`config.mk`:
```
export PLATFORM = sky130hd
export DESIGN_NAME = signed_binary_to_decimal_ascii
export DESIGN_NICKNAME = d
export VERILOG_FILES = /design/src/rtl/sbda_pkg.sv /design/src/rtl/sbda_sign.sv /design/src/rtl/sbda_dabble.sv /design/src/rtl/sbda_emit.sv /design/src/rtl/signed_binary_to_decimal_ascii.sv
export VERILOG_INCLUDE_DIRS = /design/src /design/src/rtl
export SDC_FILE = /design/constraint.sdc
export NUM_CORES = 1
export LEC_CHECK = 0
export ABC_CLOCK_PERIOD_IN_PS = 10600
export BUFFER_PORTS_ARGS = -buffer_cell sky130_fd_sc_hd__buf_2
export CAP_MARGIN = 20
export CORE_MARGIN = 3
export CORE_UTILIZATION = 45
export CTS_CLUSTER_DIAMETER = 40
export DETAILED_ROUTE_END_ITERATION = 10
export PLACE_DENSITY_LB_ADDON = 0.15
export SYNTH_ARGS = -nofsm -noshare
export SYNTH_HDL_FRONTEND = slang
export SYNTH_HIERARCHICAL = 1
export SYNTH_SLANG_ARGS = --single-unit
```
`constraint.sdc`:
```
create_clock -name clk -period 10.6 [get_ports clk]
set_input_delay 3.18 -clock clk [delete_from_list [all_inputs] [get_ports clk]]
set_output_delay 3.18 -clock clk [all_outputs]
set_load 0.05 [all_outputs]
```
`src/rtl/signed_binary_to_decimal_ascii_assert.svh`:
```
// Assertion macros used by the top-level RTL file.
`ifndef SIGNED_BINARY_TO_DECIMAL_ASCII_ASSERT_SVH
`define SIGNED_BINARY_TO_DECIMAL_ASCII_ASSERT_SVH

`ifndef SYNTHESIS

`define SBDA_ASSERT_IMP(label, pre, post) \
  label: assert property (@(posedge clk) disable iff (!rst_n) (pre) |-> (post)) \
    else $error("sbda assertion failed");

`define SBDA_ASSERT_NXT(label, pre, post) \
  label: assert property (@(posedge clk) disable iff (!rst_n) (pre) |=> (post)) \
    else $error("sbda assertion failed");

`else

`define SBDA_ASSERT_IMP(label, pre, post)

`define SBDA_ASSERT_NXT(label, pre, post)

`endif

`endif

```
`src/rtl/sbda_pkg.sv`:
```
`default_nettype none

package sbda_pkg;

  localparam int CHAR_W = 6;
  localparam int BITS_PER_STAGE = 4;

  localparam logic [CHAR_W-1:0] ASCII_ZERO = 6'd48;
  localparam logic [CHAR_W-1:0] ASCII_MINUS = 6'd45;
  localparam logic [CHAR_W-1:0] ASCII_NINE = 6'd57;

  function automatic logic [3:0] bcd_adjust(input logic [3:0] d);
    return (d >= 4'd5) ? d + 4'd3 : d;
  endfunction

endpackage

`default_nettype wire

```
`src/rtl/sbda_sign.sv`:
```
`default_nettype none

module sbda_sign #(
  parameter int VALUE_BITS = 32
) (
  input  wire logic                  clk,
  input  wire logic                  rst_n,
  input  wire logic                  in_valid,
  output logic                       in_ready,
  input  wire logic [VALUE_BITS-1:0] in_value,
  output logic                       out_valid,
  input  wire logic                  out_ready,
  output logic                       out_neg,
  output logic [VALUE_BITS-1:0]      out_mag
);

  logic                  valid_r;
  logic                  valid_nxt;
  logic                  neg_r;
  logic [VALUE_BITS-1:0] mag_r;
  logic                  load;

  assign in_ready  = !valid_r || out_ready;
  assign load      = in_valid && in_ready;
  assign valid_nxt = load ? 1'b1 : (out_ready ? 1'b0 : valid_r);

  always_ff @(posedge clk) begin
    if (!rst_n) begin
      valid_r <= 1'b0;
    end else begin
      valid_r <= valid_nxt;
    end
  end

  // The magnitude is unsigned, so the most negative value wraps to its true size.
  always_ff @(posedge clk) begin
    if (load) begin
      neg_r <= in_value[VALUE_BITS-1];
      mag_r <= in_value[VALUE_BITS-1] ? (~in_value + VALUE_BITS'(1)) : in_value;
    end
  end

  assign out_valid = valid_r;
  assign out_neg   = neg_r;
  assign out_mag   = mag_r;

endmodule

`default_nettype wire

```
`src/rtl/sbda_dabble.sv`:
```
`default_nettype none

module sbda_dabble #(
  parameter int VALUE_BITS = 32,
  parameter int DIGITS     = 10,
  parameter int STEPS      = 4
) (
  input  wire logic                  clk,
  input  wire logic                  rst_n,
  input  wire logic                  in_valid,
  output logic                       in_ready,
  input  wire logic                  in_neg,
  input  wire logic [VALUE_BITS-1:0] in_mag,
  input  wire logic [4*DIGITS-1:0]   in_bcd,
  output logic                       out_valid,
  input  wire logic                  out_ready,
  output logic                       out_neg,
  output logic [VALUE_BITS-1:0]      out_mag,
  output logic [4*DIGITS-1:0]        out_bcd
);

  import sbda_pkg::*;

  localparam int BCD_W = 4 * DIGITS;

  logic                  valid_r;
  logic                  valid_nxt;
  logic                  neg_r;
  logic [VALUE_BITS-1:0] mag_r;
  logic [VALUE_BITS-1:0] mag_nxt;
  logic [BCD_W-1:0]      bcd_r;
  logic [BCD_W-1:0]      bcd_nxt;
  logic                  load;

  assign in_ready  = !valid_r || out_ready;
  assign load      = in_valid && in_ready;
  assign valid_nxt = load ? 1'b1 : (out_ready ? 1'b0 : valid_r);

  // Shift-and-add-three, one magnitude bit per step.
  always_comb begin
    mag_nxt = in_mag;
    bcd_nxt = in_bcd;
    for (int s = 0; s < STEPS; s++) begin
      for (int d = 0; d < DIGITS; d++) begin
        bcd_nxt[4*d +: 4] = bcd_adjust(bcd_nxt[4*d +: 4]);
      end
      bcd_nxt = {bcd_nxt[BCD_W-2:0], mag_nxt[VALUE_BITS-1]};
      mag_nxt = {mag_nxt[VALUE_BITS-2:0], 1'b0};
    end
  end

  always_ff @(posedge clk) begin
    if (!rst_n) begin
      valid_r <= 1'b0;
    end else begin
      valid_r <= valid_nxt;
    end
  end

  always_ff @(posedge clk) begin
    if (load) begin
      neg_r <= in_neg;
      mag_r <= mag_nxt;
      bcd_r <= bcd_nxt;
    end
  end

  assign out_valid = valid_r;
  assign out_neg   = neg_r;
  assign out_mag   = mag_r;
  assign out_bcd   = bcd_r;

endmodule

`default_nettype wire

```
`src/rtl/sbda_emit.sv`:
```
`default_nettype none

module sbda_emit #(
  parameter int DIGITS = 10
) (
  input  wire logic                   clk,
  input  wire logic                   rst_n,
  input  wire logic                   in_valid,
  output logic                        in_ready,
  input  wire logic                   in_neg,
  input  wire logic [4*DIGITS-1:0]    in_bcd,
  output logic                        out_valid,
  input  wire logic                   out_ready,
  output logic [sbda_pkg::CHAR_W-1:0] out_char,
  output logic                        out_last
);

  import sbda_pkg::*;

  localparam int IDX_W = (DIGITS > 1) ? $clog2(DIGITS) : 1;

  logic              busy_r;
  logic              busy_nxt;
  logic              minus_r;
  logic              minus_nxt;
  logic [IDX_W-1:0]  idx_r;
  logic [IDX_W-1:0]  idx_nxt;
  logic [IDX_W-1:0]  top_idx;
  logic [4*DIGITS-1:0] bcd_r;
  logic              last_now;
  logic              take;
  logic              load;

  assign last_now = !minus_r && (idx_r == '0);
  assign take     = busy_r && out_ready;
  assign in_ready = !busy_r || (out_ready && last_now);
  assign load     = in_valid && in_ready;

  // Highest nonzero digit; zero itself prints as one digit.
  always_comb begin
    top_idx = '0;
    for (int d = 0; d < DIGITS; d++) begin
      if (in_bcd[4*d +: 4] != 4'd0) begin
        top_idx = IDX_W'(d);
      end
    end
  end

  always_comb begin
    busy_nxt  = busy_r;
    minus_nxt = minus_r;
    idx_nxt   = idx_r;
    if (load) begin
      busy_nxt  = 1'b1;
      minus_nxt = in_neg;
      idx_nxt   = top_idx;
    end else if (take) begin
      if (minus_r) begin
        minus_nxt = 1'b0;
      end else if (idx_r == '0) begin
        busy_nxt = 1'b0;
      end else begin
        idx_nxt = idx_r - IDX_W'(1);
      end
    end
  end

  always_ff @(posedge clk) begin
    if (!rst_n) begin
      busy_r  <= 1'b0;
      minus_r <= 1'b0;
    end else begin
      busy_r  <= busy_nxt;
      minus_r <= minus_nxt;
    end
  end

  always_ff @(posedge clk) begin
    idx_r <= idx_nxt;
    if (load) begin
      bcd_r <= in_bcd;
    end
  end

  assign out_valid = busy_r;
  assign out_last  = last_now;
  assign out_char  = minus_r ? ASCII_MINUS
                             : ASCII_ZERO + {2'b00, bcd_r[4*idx_r +: 4]};

endmodule

`default_nettype wire

```
`src/rtl/signed_binary_to_decimal_ascii.sv`:
```
// Channel   Direction  tdata                        tuser  tlast
// in_       slave      value[VALUE_BITS-1:0]        -      -
// out_      master     character[5:0]               -      last
//
// A request passes a sign stage, ceil(VALUE_BITS/4) conversion stages of up to four
// shift-and-add-three steps each, and a character serializer.
// Each number leaves as 1 to 11 characters at one per cycle while out_tready is high
// (up to 20 when VALUE_BITS is 64), so the serializer sets the sustained rate.
// Reset empties every stage; an output stall backs up the stages without loss.
`default_nettype none

`include "signed_binary_to_decimal_ascii_assert.svh"

module signed_binary_to_decimal_ascii #(
  parameter int VALUE_BITS = 32
) (
  input  wire logic                                clk,
  input  wire logic                                rst_n,
  input  wire logic                                in_tvalid,
  output logic                                     in_tready,
  input  wire logic [((VALUE_BITS+7)/8)*8-1:0]     in_tdata,  // value
  output logic                                     out_tvalid,
  input  wire logic                                out_tready,
  output logic [7:0]                               out_tdata, // character
  output logic                                     out_tlast
);

  import sbda_pkg::*;

  localparam int DIGITS = (VALUE_BITS * 3) / 10 + 1;
  localparam int NST    = (VALUE_BITS + BITS_PER_STAGE - 1) / BITS_PER_STAGE;

  logic                  vld [NST+1];
  logic                  rdy [NST+1];
  logic                  neg [NST+1];
  logic [VALUE_BITS-1:0] mag [NST+1];
  logic [4*DIGITS-1:0]   bcd [NST+1];
  logic [CHAR_W-1:0]     character;

  sbda_sign #(
    .VALUE_BITS(VALUE_BITS)
  ) u_sign (
    .clk      (clk),
    .rst_n    (rst_n),
    .in_valid (in_tvalid),
    .in_ready (in_tready),
    .in_value (in_tdata[VALUE_BITS-1:0]),
    .out_valid(vld[0]),
    .out_ready(rdy[0]),
    .out_neg  (neg[0]),
    .out_mag  (mag[0])
  );

  assign bcd[0] = '0;

  for (genvar i = 0; i < NST; i++) begin : g_dabble
    localparam int STEPS = (i == NST - 1) ? VALUE_BITS - BITS_PER_STAGE * (NST - 1)
                                          : BITS_PER_STAGE;
    sbda_dabble #(
      .VALUE_BITS(VALUE_BITS),
      .DIGITS    (DIGITS),
      .STEPS     (STEPS)
    ) u_dabble (
      .clk      (clk),
      .rst_n    (rst_n),
      .in_valid (vld[i]),
      .in_ready (rdy[i]),
      .in_neg   (neg[i]),
      .in_mag   (mag[i]),
      .in_bcd   (bcd[i]),
      .out_valid(vld[i+1]),
      .out_ready(rdy[i+1]),
      .out_neg  (neg[i+1]),
      .out_mag  (mag[i+1]),
      .out_bcd  (bcd[i+1])
    );
  end

  sbda_emit #(
    .DIGITS(DIGITS)
  ) u_emit (
    .clk      (clk),
    .rst_n    (rst_n),
    .in_valid (vld[NST]),
    .in_ready (rdy[NST]),
    .in_neg   (neg[NST]),
    .in_bcd   (bcd[NST]),
    .out_valid(out_tvalid),
    .out_ready(out_tready),
    .out_char (character),
    .out_last (out_tlast)
  );

  assign out_tdata = {2'b00, character};

  `SBDA_ASSERT_IMP(a_minus_not_last, out_tvalid && character == ASCII_MINUS, !out_tlast)
  `SBDA_ASSERT_NXT(a_digit_after_minus,
    out_tvalid && out_tready && character == ASCII_MINUS,
    out_tvalid && character != ASCII_MINUS)
  `SBDA_ASSERT_IMP(a_char_range, out_tvalid,
    character == ASCII_MINUS || (character >= ASCII_ZERO && character <= ASCII_NINE))

endmodule

`default_nettype wire
```
# Yosys cells after proc, flatten, opt, wreduce, memory -nomap -nowiden

Index checks and enable logic that the tools add are counted.
W data, S select, Z words.

Bits in registers: 488
Output and inout bits: 11

Bitwise operators: 1
Multiplexer cells: 304
Order comparisons: 265
Shifts and indexed selects: 1
Equal/unequal tests: 2
Add/sub/neg operators: 268
Reductions and logical operators: 57

Operator list:

| cell                    | number |
|---|---|
| $ge A4 B3 Y1 const B    | 255 |
| $mux W4                 | 247 |
| $add A4 B2 Y4 const B   | 234 |
| $mux W3                 | 26 |
| $add A3 B2 Y3 const B   | 21 |
| $shiftx A40 B7 Y4       | 1 |
| $reduce_bool A4 Y1      | 9 |
| $add A32 B1 Y32 const B | 1 |
| $not A32 Y32            | 1 |
| $mux W31                | 1 |
| $mux W1                 | 27 |
| $add A1 B2 Y3 const B   | 8 |
| $ge A1 B3 Y1 const B    | 8 |
| $reduce_bool A2 Y1      | 11 |
| $logic_and A1 B1 Y1     | 13 |
| $logic_not A1 Y1        | 11 |
| $logic_or A1 B1 Y1      | 10 |
| $add A1 B2 Y3 const AB  | 2 |
| $add A5 B5 Y6 const A   | 1 |
| $ge A1 B3 Y1 const AB   | 2 |
| $mux W6                 | 1 |
| $reduce_and A3 Y1       | 2 |
| $logic_not A4 Y1        | 1 |
| $mux W2                 | 2 |
| other kinds (3)         | 3 |

# Longest topological paths before layout

Gate-level depths: netlist of the first run.

Depth in word-level cells: 15
Mapped depth: 19
Depth with buffers taken out: 19

# Modules after synthesis

Netlist of the first run, hierarchy kept.

By module, submodules not included:

| module                         | area each (sq um) | cells an instance | sequential area each (sq um) | times used |
|---|---|---|---|---|
| sbda_dabble                    | 6,645.1           | 781               | 2,092.0                      | 8 |
| sbda_emit                      | 2,054.5           | 127               | 1,361.3                      | 1 |
| sbda_sign                      | 1,818.0           | 148               | 1,011.0                      | 1 |
| signed_binary_to_decimal_ascii | 18.8              | 3                 | 0.0                          | 1 |

# Worst setup path before layout of the first run

No wires, ideal clock.

Path kind: in2out
Start point: input port out_tready
End point: output port in_tready
Data required time: 7.420 ns
Cell stages on the path: 11
Setup slack: 2.530 ns
Buffers on the path: 0
Data arrival time: 4.890 ns
Path through: nand2_1 nand2_1 nand2b_1 nand2b_1 nand2b_1 nand2b_1 nand2b_1 nand2b_1 nand2b_1 nand2b_1 nand2b_1

RTL lines:

| element     | RTL line                             | RTL |
|---|---|---|
| from (decl) | signed_binary_to_decimal_ascii.sv:23 | `input wire logic out_tready,` |
| to (decl)   | signed_binary_to_decimal_ascii.sv:20 | `output logic in_tready,` |

==> results of run 1 <==
==> registers in the layout, indices dropped and copies added (netlist names) <==
signal and count:
g_dabble.u_dabble/out_bcd 320, u_emit/minus_r 1, g_dabble.u_dabble/out_mag 112, u_sign/out_neg 1, u_emit/idx_r 4, u_emit/out_valid 1
u_sign/out_mag 32, g_dabble.u_dabble/out_valid 8, g_dabble.u_dabble/out_neg 8, u_sign/out_valid 1, u_emit/bcd_r 40
==> per-stage QoR <==
step                      std cells  instance area, sq um  hold WS (ps)    util  setup slack, ps
after global placement         7920                 55400         400.6  0.4735             2027
after CTS                      8101                 59010         410.7  0.5044             2006
after floorplan                6519                 53960         400.3       -             2530
after global routing           8103                 59030         420.7  0.5045             1839
after detailed placement       7921                 55420         404.5  0.4737             2046
final                          8103                 59030         407.9  0.5045             1987
==> worst register-to-register path: stages (launching register included) <==
cell and delay, ps:
edfxtp_1 700, inv_1 190, ha_1 170, nor4b_2 310, nand2_1 130, nand2_1 80
nand2b_1 150, nand2b_1 170, nand2b_1 240, nand2b_1 180, nand2b_1 160, nand2b_1 150
nand2b_1 140, nand2b_1 170, and2_4 210, buf_4 700
==> where the power goes <==
| group | total, uW | switching, uW | internal, uW |
|---|---|---|---|
| sequential | 2760 | 106 | 2660 |
| clock | 3350 | 1130 | 2220 |
| combinational | 5150 | 3020 | 2130 |
==> area by class of cell <==
class,count,area [sq um]
multi-input cells,5412,35900
well taps,1524,1907
flip-flops and latches,528,15750
repair buffers,68,415.4
inverters,391,1468
clock inverters,75,1137
fillers,10920,57960
clock buffers,105,2457
==> worst paths after layout <==
| kind | from | endpoint | slack (ps) | cells after the start |
|---|---|---|---|---|
| setup / recovery | out_tready | in_tready | 1990 | 13 |
| hold / removal | g_dabble[2].u_dabble/out_mag[14]$_DFFE_PP_ | g_dabble[3].u_dabble/out_mag[18]$_DFFE_PP_ | 410 | 0 |
| setup reg to reg | u_emit/idx_r[0]$_DFFE_PP_ | g_dabble[0].u_dabble/out_bcd[16]$_DFFE_PP_ | 6310 | 15 |
| hold reg to reg | g_dabble[2].u_dabble/out_mag[14]$_DFFE_PP_ | g_dabble[3].u_dabble/out_mag[18]$_DFFE_PP_ | 410 | 0 |
==> routing by layer <==
| layer | vias up | GRT usage |
|---|---|---|
| met5 | - | 0 |
| met4 | 0 | 0.05906 |
| met3 | 163 | 0.01823 |
| met2 | 607 | 0.3525 |
| met1 | 21410 | 0.2147 |
| li1 | 24140 | - |
==> results.py, run 1 <==
metrics = {
    "place": {
        "hpwl_mm": 88.68,
        "globalplace.congestion": 0.8467,
        "io_buffers": 43,
    },
    "outcome": {
        "status": "complete, no violations",
    },
    "global_route": {
        "grt_max_degree": 66,
        "grt_pass1_wl_mm": 197.1,
        "antenna_found_initial": 0,
        "grt_pass1_vias": 42420,
        "grtUsageTotal": 0.1846,
        "grt-ovfl-total": 0,
    },
    "setup_path": {
        "crit_path_top_delay_cell": "nand2b_1",
        "max_stage_delay_ps": 250,
        "worstSetupPathType": "in2out",
        "crit_buf_inv": 2,
        "path_delay_family": "simple AND/OR/NAND/NOR gates",
        "crit_required_ps": 7420,
        "critPathCaptureType": "primary output",
        "path_cells": "buf_2, nand2_1, nand2_1, nand2b_1, nand2b_1, nand2b_1, nand2b_1, nand2b_1, nand2b_1, nand2b_1, nand2b_1, nand2b_1, buf_2",
        "critPathMostFrequentCell": "nand2b_1",
        "startpoint_type": "input port",
        "cp.arrival_ps": 5430,
        "cp_max_fo": 3,
    },
    "cells_and_area": {
        "layout.nets": 6826,
        "drive_above_1_share": 0.09272,
        "num_antenna_cells": 0,
        "final_cell_mix": "nand2_1, o21ai_0, edfxtp_1",
        "syn_to_final_growth_pct": 10.50,
        "mostFrequentLayoutCell": "nand2_1",
    },
    "detailed_routing": {
        "wl_per_cell_um": 14.46,
        "routed-wl-met3_mm": 2.988,
        "drtIter0Drc": 2504,
        "vias": 46320,
        "drc": 0,
        "viasPerCell": 5.717,
        "highest_layer": "met4",
        "totalWireLength_mm": 117.2,
        "first_pass_iters": 6,
        "wl_met1_mm": 50.33,
        "drtAntennaViolNets": 0,
        "met2_length_mm": 60.80,
    },
    "pwr": {
        "p_leak_uw": 0.02258,
        "irDropWorstVdd_mv": 0.1559,
        "p_total_uw": 11260,
        "p_per_area_mw_per_mm2": 190.8,
    },
    "floorplan": {
        "start_util": 0.4566,
        "ios": 47,
        "die_width_um": 350.5,
        "num_rows": 125,
        "die_area_sq_mm": 0.1229,
        "die_y_um": 350.5,
        "fp.coreArea_sq_mm": 0.1170,
    },
    "sta": {
        "period_minus_slack_ps": 8613,
        "tightest_slew_ps": 969.4,
        "relSlewSlack": 0.3538,
        "setup_viol": 0,
        "fin_skew_ps": 61.02,
        "setup_tns_ps": 0,
        "min_period_over_period": 0.8126,
        "finalHoldViolations": 0,
        "clock.fmax_mhz": 116.1,
        "slew_violations": 0,
        "rsz0062_at_grt": "false",
    },
    "synth": {
        "syn_area_sq_mm": 0.05342,
        "netlist_instances": 6374,
        "syn_area_per_cell_sq_um": 8.381,
        "yosys_warnings": 6,
    },
    "min_path": {
        "hp-class": "reg2reg",
    },
    "clock_tree": {
        "clock_latency_ps": 680,
        "cts_resized": 0,
        "post_cts_buffers": 0,
        "hold_buffers": 0,
        "htree_levels": 3,
        "cts_root_buf": "clkbuf_16",
        "cts_tree": "yes",
        "clkSinkCount": 528,
        "numCtsBuffers": 97,
        "clk_pin_slew_ps": 60,
        "clockBufferDepth": 3,
    },
    "job": {
        "maxCapViolCount": 0,
    },
}
(Power assumes the default switching activity.)
==> run 2: changes to the inputs <==
- ABC_CLOCK_PERIOD_IN_PS: 10600 -> 8730
- clock period: 10.6 -> 8.73 ns (I/O delays scaled with it)
==> results.py, run 2 (same netlist as run 1, synthesis figures left out) <==
metrics = {
    "global_route": {
        "grt_pass1_vias": 42220,
        "grt_pass1_wl_mm": 196.1,
        "grtUsageTotal": 0.1843,
        "antenna_found_initial": 0,
        "grt-ovfl-total": 0,
        "grt_max_degree": 62,
    },
    "clock_tree": {
        "clockBufferDepth": 3,
        "cts_root_buf": "clkbuf_16",
        "clock_latency_ps": 660,
        "htree_levels": 3,
        "clkSinkCount": 528,
        "cts_tree": "yes",
        "hold_buffers": 0,
        "cts_resized": 0,
        "clk_pin_slew_ps": 60,
        "post_cts_buffers": 0,
        "numCtsBuffers": 97,
    },
    "floorplan": {
        "die_width_um": 350.5,
        "num_rows": 125,
        "die_y_um": 350.5,
        "fp.coreArea_sq_mm": 0.1170,
        "die_area_sq_mm": 0.1229,
        "ios": 47,
        "start_util": 0.4566,
    },
    "detailed_routing": {
        "wl_per_cell_um": 14.39,
        "vias": 46320,
        "drtAntennaViolNets": 0,
        "first_pass_iters": 6,
        "totalWireLength_mm": 116.6,
        "viasPerCell": 5.718,
        "drc": 0,
        "drtIter0Drc": 2659,
    },
    "sta": {
        "setup_viol": 0,
        "period_minus_slack_ps": 7461,
        "timing.final.ws_setup_ps": 1269,
        "fin_skew_ps": 28.65,
        "relSlewSlack": 0.3491,
        "tightest_slew_ps": 976.4,
        "min_period_over_period": 0.8547,
        "setup_tns_ps": 0,
        "rsz0062_at_grt": "false",
        "finalHoldViolations": 0,
        "holdWs_ps": 412.0,
        "slew_violations": 0,
        "clock.fmax_mhz": 134.0,
    },
    "setup_path": {
        "critPathCaptureType": "primary output",
        "startpoint_type": "input port",
        "crit_path_top_delay_cell": "nand2b_1",
        "rr_endpoint": "g_dabble[1].u_dabble/out_bcd[15]$_DFFE_PP_",
        "cp.arrival_ps": 4840,
        "worstSetupPathType": "in2out",
        "cp_max_fo": 3,
        "r2r-start": "u_emit/idx_r[0]$_DFFE_PP_",
        "path_delay_family": "simple AND/OR/NAND/NOR gates",
        "critPathMostFrequentCell": "nand2b_1",
        "reg2reg_slack_ps": 4370,
        "path_cells": "buf_2, nand2_1, nand2_1, nand2b_1, nand2b_1, nand2b_1, nand2b_1, nand2b_1, nand2b_1, nand2b_1, nand2b_1, nand2b_1, buf_2",
        "max_stage_delay_ps": 240,
        "r2r_cells": 14,
        "crit_required_ps": 6110,
        "worstSetupStartpoint": "out_tready",
        "crit_buf_inv": 2,
    },
    "min_path": {
        "hold_path_end": "g_dabble[4].u_dabble/out_mag[26]$_DFFE_PP_",
        "hp-class": "reg2reg",
        "min_from": "g_dabble[3].u_dabble/out_mag[22]$_DFFE_PP_",
        "hold_path_depth": 0,
    },
    "pwr": {
        "p_leak_uw": 0.02244,
        "irDropWorstVdd_mv": 0.1555,
        "p_per_area_mw_per_mm2": 227.5,
    },
    "cells_and_area": {
        "final_cell_mix": "nand2_1, o21ai_0, edfxtp_1",
        "largest_register_ffs": 320,
        "layout.nets": 6824,
        "drive_above_1_share": 0.09246,
        "mostFrequentLayoutCell": "nand2_1",
        "num_antenna_cells": 0,
        "syn_to_final_growth_pct": 9.940,
    },
    "place": {
        "dp_slack_ps": 1289,
        "hpwl_mm": 88.69,
        "io_buffers": 43,
        "globalplace.congestion": 0.8606,
    },
    "outcome": {
        "status": "complete, no violations",
    },
    "job": {
        "maxCapViolCount": 0,
    },
}
[run 2: changes by cell type in the layout (fill, tap and decap cells not counted), moves of 3 or more]
| cell | previous run | this run |
|---|---|---|
| inv_8 | 2 | 8 |
| clkinvlp_4 | 6 | 12 |
| clkinv_4 | 10 | 7 |
| buf_4 | 24 | 21 |
| clkbuf_1 | 8 | 5 |
| clkinv_2 | 9 | 13 |
| bufinv_16 | 21 | 11 |
[run 2: power breakdown]
part / internal [uW] / switching, uW / leakage (uW)
combinational: 2580 / 3660 / 0.0160
clock: 2410 / 1350 / 0.00159
sequential: 3230 / 129 / 0.00485
[run 2: metrics by stage]
stage                     cell area (sq um)  power, uW  cells    util
after detailed placement              55410       9517   7921  0.4737
after floorplan                       53960       8504   6519       -
after global placement                55360       9398   7915  0.4732
final                                 58730      13360   8100  0.5020
after global routing                  58730      14460   8100  0.5020
after CTS                             58730      13370   8100  0.5020
[run 2: layer usage]
metal,global-route usage,wire (um),share of wire,vias to the layer above
met4,0.06284,3240,0.028,0
met1,0.2155,50520,0.43,21400
met5,0,0,0,-
met2,0.3482,59800,0.51,605
met3,0.01865,3028,0.026,159
li1,-,-,-,24150
[run 2: worst max-delay path by stage]
stage	cells past startpoint	slack, ps	end
floorplan	11	1780	in_tready
global placement	13	1250	in_tready
detailed placement	13	1290	in_tready
CTS	13	1250	in_tready
global route	13	1070	in_tready
finish	13	1270	in_tready
[run 2: cell type report]
type	instances	area, sq um
multi-input combinational	5412	35900
sequential	528	15750
clock buffer	104	2474
clock inverter	75	842.1
fill	11120	58260
tap	1524	1907
timing repair buffer	66	397.9
inverter	391	1468
[run 2: worst reg2reg max path, cell delays in order (launching register included)]
cell and delay, ps:
edfxtp_1 700, inv_1 190, ha_1 180, nor4b_2 300, nand2_1 120, nand2_1 90, nand2b_1 150, nand2b_1 160
nand2b_1 230, nand2b_1 170, nand2b_1 160, nand2b_1 150, nand2b_1 140, and2_2 570, buf_4 640
